### src/rtl/core/vdt_pkg.sv
// Shared types and constants for the vertex dedup table.
// No dependencies; imported by every module of the block.
package vdt_pkg;

    localparam int MAX_ENTRIES = 4096;
    localparam int ADDR_W      = $clog2(MAX_ENTRIES);
    localparam int CNT_W       = $clog2(MAX_ENTRIES + 1);
    localparam int FLOAT_W     = 32;
    localparam int IDX_W       = 12;

    // One vertex. Declared high to low so that pos_x sits in the lowest bits.
    typedef struct packed {
        logic [FLOAT_W-1:0] norm_z;
        logic [FLOAT_W-1:0] norm_y;
        logic [FLOAT_W-1:0] norm_x;
        logic [FLOAT_W-1:0] uv_v;
        logic [FLOAT_W-1:0] uv_u;
        logic [FLOAT_W-1:0] pos_z;
        logic [FLOAT_W-1:0] pos_y;
        logic [FLOAT_W-1:0] pos_x;
    } vertex_t;

    localparam int VERTEX_W = $bits(vertex_t);

    // Port request into the vertex store.
    typedef struct packed {
        logic              we;
        logic [ADDR_W-1:0] waddr;
        logic              re;
        logic [ADDR_W-1:0] raddr;
    } mem_req_t;

    typedef enum logic [2:0] {
        ST_IDLE = 3'b001,
        ST_SCAN = 3'b010,
        ST_FIN  = 3'b100
    } state_t;

    function automatic logic is_nan(input logic [FLOAT_W-1:0] b);
        return (b[30:23] == 8'hFF) && (b[22:0] != 23'd0);
    endfunction

    // IEEE equality: signed zeros match, NaN never matches.
    function automatic logic ieee_eq(input logic [FLOAT_W-1:0] a,
                                     input logic [FLOAT_W-1:0] b);
        logic r;
        if (is_nan(a) || is_nan(b))
        begin
            r = 1'b0;
        end
        else if (((a | b) & 32'h7FFF_FFFF) == 32'd0)
        begin
            r = 1'b1;
        end
        else
        begin
            r = (a == b);
        end
        return r;
    endfunction

endpackage

### src/rtl/core/vdt_match.sv
// Field-wise IEEE compare of the search key against one stored vertex.
// Depends on vdt_pkg (vertex_t, ieee_eq).
module vdt_match
    import vdt_pkg::*;
(
    input  vertex_t key,
    input  vertex_t entry,
    output logic    hit
);

    assign hit = ieee_eq(key.pos_x,  entry.pos_x)  &&
                 ieee_eq(key.pos_y,  entry.pos_y)  &&
                 ieee_eq(key.pos_z,  entry.pos_z)  &&
                 ieee_eq(key.uv_u,   entry.uv_u)   &&
                 ieee_eq(key.uv_v,   entry.uv_v)   &&
                 ieee_eq(key.norm_x, entry.norm_x) &&
                 ieee_eq(key.norm_y, entry.norm_y) &&
                 ieee_eq(key.norm_z, entry.norm_z);

endmodule
### config.mk
export PLATFORM = sky130hd
export DESIGN_NAME = vdt_match
export DESIGN_NICKNAME = d
export VERILOG_FILES = /design/src/rtl/core/vdt_pkg.sv /design/src/rtl/core/vdt_match.sv
export SDC_FILE = /design/constraint.sdc
export NUM_CORES = 1
export LEC_CHECK = 0
export ABC_AREA = 1
export BUFFER_PORTS_ARGS = -buffer_cell sky130_fd_sc_hd__buf_2
export CAP_MARGIN = 0
export CORE_AREA = 4 4 196 198
export DETAILED_ROUTE_END_ITERATION = 7
export DIE_AREA = 0 0 200 202
export GPL_ROUTABILITY_DRIVEN = 0
export REMOVE_ABC_BUFFERS = 1
export SYNTH_ARGS = -nofsm -noshare
export SYNTH_HDL_FRONTEND = slang
export SYNTH_SLANG_ARGS = --single-unit
### constraint.sdc
create_clock -name vclk -period 1.8
set_clock_uncertainty 0.1 [all_clocks]
set_input_delay 0.18 -clock vclk [all_inputs]
set_output_delay 0.18 -clock vclk [all_outputs]
set_load 0.05 [all_outputs]
==> results of run 1 <==
==> layer usage <==
layer | up-vias | wire length, µm | share of wire [%] | global-route usage, %
met1 | 5101 | 15400 | 38 | 19.4
met5 | - | 12 | 0.030 | 0
li1 | 5742 | - | - | -
met3 | 76 | 2720 | 6.7 | 2.50
met2 | 403 | 21100 | 52 | 33.5
met4 | 2 | 1210 | 3.0 | 5.19
==> worst paths after layout <==
check,cells past startpoint,end,slack [ps]
worst max-delay path,13,hit,-180
worst min-delay path,11,hit,1000
==> cell type report <==
type,instances,area share [%]
Multi-Input combinational cell,1003,54.9
Timing Repair Buffer,595,27.1
Inverter,509,13.7
Tap cell,468,4.12
Antenna cell,10,0.176
==> per-stage QoR <==
stage / utilization (%) / worst slack (ps) / total power [mW] / cells
4_1_cts: 34.4 / -273 / 2.15 / 2575
3_5_place_dp: 32.9 / -491 / 2.01 / 2574
6_report: 38.9 / -175 / 2.60 / 2585
5_1_grt: 38.9 / -293 / 2.93 / 2585
3_3_place_gp: 32.9 / -484 / 1.96 / 2574
2_1_floorplan: - / -249 / 0.873 / 1512
==> synth_stat cells (all sizes together) <==
cell type	n	area, µm²
nand3b	7	52.6
nor3	8	50.1
nand2	192	721
inv	509	1910
ha	248	3100
nand3	77	390
nand4	81	513
nor2	382	1440
xnor2	7	61.3
and2	1	6.26
==> power groups by stage <==
stage	Sequential, mW	Clock (mW)	Combinational, mW
global route	0	0.000000745	2.93
detailed placement	0	0	2.01
floorplan	0	0	0.873
global placement	0	0	1.96
finish	0	0.000000746	2.60
CTS	0	0	2.15
==> kinds of logic (layout without fill, tap and decap cells) <==
| group | count (synthesis) | in the layout | synth area share, % |
|---|---|---|---|
| other | 0 | 10 | 0 |
| adder cells (fa/ha/maj) | 248 | 248 | 37.6 |
| XOR/XNOR | 7 | 7 | 0.743 |
| buffers and inverters | 509 | 1104 | 23.2 |
| AND/OR/NAND/NOR | 748 | 748 | 38.5 |
==> repair_timing <==
action	4_1_cts	5_1_grt
endpoints found under the setup margin	1	1
resized for setup	123	363
pin swaps	73	229
cloned	0	0
buffers inserted	1	1
==> results.json, run 1 <==
{
  "wire_per_inst_um": 15.6,
  "cp_data_arrival_time_ps": 1700,
  "path_cells": "buf_2 -> inv_1 -> ha_1 -> nor2_1 -> nand4_1 -> nor2_1 -> nand2_1 -> nand2_1 -> nand2_2 -> nor2_4 -> nand2_2 -> nor2_2 -> buf_6",
  "finalMaxSlewViolations": 0,
  "drive_gt1_share_pct": 43.9,
  "internal-power_mw": 1.34,
  "rows": 70,
  "path_delay_family": "simple AND/OR/NAND/NOR gates",
  "setup_slack_ps": -175,
  "critPathMaxStageDelay_ps": 300,
  "track_usage_pct": 17.4,
  "cap_violations": 0,
  "ios": 513,
  "grt_antenna_before_repair": 11,
  "syn2layout_area_growth_pct": 72.2,
  "multi_input_area_um2": 7800,
  "port_buffers": 513,
  "grt_pass1_vias": 11600,
  "start_kind": "input pin",
  "die_x_um": 200,
  "power_density_nw_per_um2": 183,
  "synth_area_per_cell_um2": 5.45,
  "fmax_ghz": 0.506,
  "dpl_cell_area_um2": 12000,
  "crit_start": "key[22]",
  "holdBufCountCts": 0,
  "synthesis.instances": 1512,
  "status": "finished, violations left",
  "hp-class": "input pin to primary output",
  "max_slew_margin_pct": 83.0,
  "critPathRequiredTime_ps": 1520,
  "nets": 2869,
  "hold_violations": 0,
  "leakage_nw": 8.10,
  "dieArea_um2": 40400,
  "finalCriticalPeriod_ps": 1980,
  "path_buf_inv": 3,
  "tns_ps": -175,
  "vias": 11300,
  "final_common_cell": "buf_2",
  "ys_types": 14,
  "violations": "negative setup slack",
  "seq_cells": 0,
  "ir_drop_mv": 0.0914,
  "power_switching_mw": 1.26,
  "combPwrFrac_pct": 100.0,
  "wirelength_mm": 40.4,
  "final_area_um2": 14200,
  "first_iter_violations": 375,
  "die_height_um": 202,
  "drc": 0,
  "yosysWarnings": 0,
  "seqPwrFrac_pct": 0,
  "start_util_pct": 22.6,
  "slowest_stage": "ha_1",
  "setup_viol": 1,
  "seq_area_frac_synth_pct": 0,
  "timing.final.crit_share_pct": 110,
  "drtAntennaViolNets": 0,
  "endpoint_kind": "primary output",
  "grt_pass1_wl_mm": 56.6,
  "clkbuf_count": 0,
  "synth_area_um2": 8250,
  "p_sw_share_pct": 48.6,
  "grt_max_degree": 3,
  "holdWs_ps": 1000,
  "n_fill_cell": 3859,
  "routed_via_density": 4.38,
  "final_cell_mix": "396 x buf_2, 353 x inv_1, 332 x nor2_1, 177 x nand2_1, 156 x ha_1",
  "rsz0062_at_grt": "true",
  "grt_overflow": 0,
  "min_from": "entry[59]",
  "regArea_um2": 0,
  "power_frac_clock_pct": 0,
  "core_um2": 36500,
  "worst_pin_slew_ps": 254,
  "path_class": "input pin to primary output",
  "firstDrtPassIters": 5,
  "hpwl_mm": 36.1,
  "path_max_fanout": 2
}
(Power assumes the default switching activity.)
==> inputs of run 2 (changes only) <==
--- a/config.mk
+++ b/config.mk
@@ -12,6 +12,7 @@
 export DETAILED_ROUTE_END_ITERATION = 7
 export DIE_AREA = 0 0 200 202
 export GPL_ROUTABILITY_DRIVEN = 0
+export MAX_ROUTING_LAYER = met4
 export REMOVE_ABC_BUFFERS = 1
 export SYNTH_ARGS = -nofsm -noshare
 export SYNTH_HDL_FRONTEND = slang
==> run 2 against run 1 <==
Cell count hardly changed. Power about the same. Via count is 0.19% higher. Fmax increased by 0.12%. Cell area is essentially flat. Highest routed layer is now met4. Combinational power about the same. Flip-flop and latch count unchanged. Sequential share of layout area is the same. Core utilization hardly changed. Clock-buffer cell count unchanged. The run still ends with negative setup slack left.
==> results.json, run 2 (synthesized netlist as in run 1, its figures left out) <==
{
  "status": "finished, violations left",
  "violations": "negative setup slack",
  "core_um2": 36500,
  "grt_pass1_wl_mm": 56.6,
  "cap_violations": 0,
  "holdWs_ps": 1000,
  "wire_per_inst_um": 15.6,
  "regArea_um2": 0,
  "clkbuf_count": 0,
  "crit_start": "key[22]",
  "holdPathStages": 11,
  "hold_violations": 0,
  "seq_cells": 0,
  "syn2layout_area_growth_pct": 72.3,
  "hpwl_mm": 36.1,
  "dpl_cell_area_um2": 12000,
  "final_common_cell": "buf_2",
  "die_x_um": 200,
  "hp-class": "input pin to primary output",
  "drtAntennaViolNets": 0,
  "grt_overflow": 0,
  "leakage_nw": 8.10,
  "max_slew_margin_pct": 82.7,
  "vias": 11300,
  "fmax_ghz": 0.507,
  "setup_slack_ps": -173,
  "setup_viol": 1,
  "grt_antenna_before_repair": 11,
  "rows": 70,
  "final_cell_mix": "396 x buf_2, 353 x inv_1, 332 x nor2_1, 177 x nand2_1, 156 x ha_1",
  "port_buffers": 513,
  "min_from": "entry[59]",
  "ios": 513,
  "path_class": "input pin to primary output",
  "nets": 2869,
  "drive_gt1_share_pct": 43.9,
  "ir_drop_mv": 0.0918,
  "first_iter_violations": 360,
  "start_kind": "input pin",
  "holdBufCountCts": 0,
  "routed_via_density": 4.39,
  "rsz0062_at_grt": "true",
  "power_density_nw_per_um2": 183,
  "final_area_um2": 14200,
  "timing.final.crit_share_pct": 110,
  "drc": 0,
  "grt_pass1_vias": 11700,
  "track_usage_pct": 17.9,
  "grt_max_degree": 3,
  "endpoint_kind": "primary output",
  "start_util_pct": 22.6,
  "cp_data_arrival_time_ps": 1690,
  "dieArea_um2": 40400,
  "finalCriticalPeriod_ps": 1970,
  "holdPathEnd": "hit",
  "critPathRequiredTime_ps": 1520,
  "path_max_fanout": 2,
  "wirelength_mm": 40.4,
  "finalMaxSlewViolations": 0,
  "die_height_um": 202,
  "worst_pin_slew_ps": 258,
  "firstDrtPassIters": 5
}
[run 2: critical path, cell delays in order]
cell and delay [ps]:
buf_2 100, inv_1 50, ha_1 310, nor2_1 100, nand4_1 100, nor2_1 150
nand2_1 70, nand2_1 80, nand2_2 80, nor2_4 110, nand2_2 60, nor2_2 120
buf_6 170
[run 2: metrics by stage]
| step | total power [mW] | setup WS, ps | instances | setup TNS (ps) | utilization (%) |
|---|---|---|---|---|---|
| floorplan | 0.873 | -249 | 1512 | -249 | - |
| global placement | 1.96 | -484 | 2574 | -484 | 32.9 |
| detailed placement | 2.01 | -491 | 2574 | -491 | 32.9 |
| CTS | 2.15 | -273 | 2575 | -273 | 34.4 |
| global route | 2.93 | -293 | 2586 | -293 | 38.9 |
| finish | 2.60 | -173 | 2586 | -173 | 38.9 |
[run 2: where the power goes]
group | leakage [nW] | switching [mW] | internal [mW]
registers | 0 | 0 | 0
clock network | 0.0000697 | 0 | 0.000000819
logic | 8.10 | 1.26 | 1.34
total | 8.10 | 1.26 | 1.34
[run 2: cell type report]
type                       count  area (µm²)
tap                          468         586
multi-input combinational   1003        7800
fill                        3860       22300
inverter                     509        1950
antenna                       11        27.5
timing repair buffer         595        3850
[run 2: how the worst max path moves through the flow]
stage,end,cells past startpoint
after floorplan,hit,12
after global placement,hit,14
after detailed placement,hit,14
after CTS,hit,14
after global routing,hit,13
final,hit,13
[run 2: per-layer routing]
layer	global-route usage (%)	wire (µm)	vias to the layer above
met4	5.29	1470	0
met3	2.42	2620	90
li1	-	-	5744
met1	19.4	15500	5112
met2	33.4	20800	400
met5	-	0	-
[run 2: what timing repair did]
action | in CTS | in global routing
setup endpoints to repair | 1 | 1
setup buffers | 1 | 1
pin swaps | 73 | 229
cloned | 0 | 0
gates resized for setup | 123 | 363
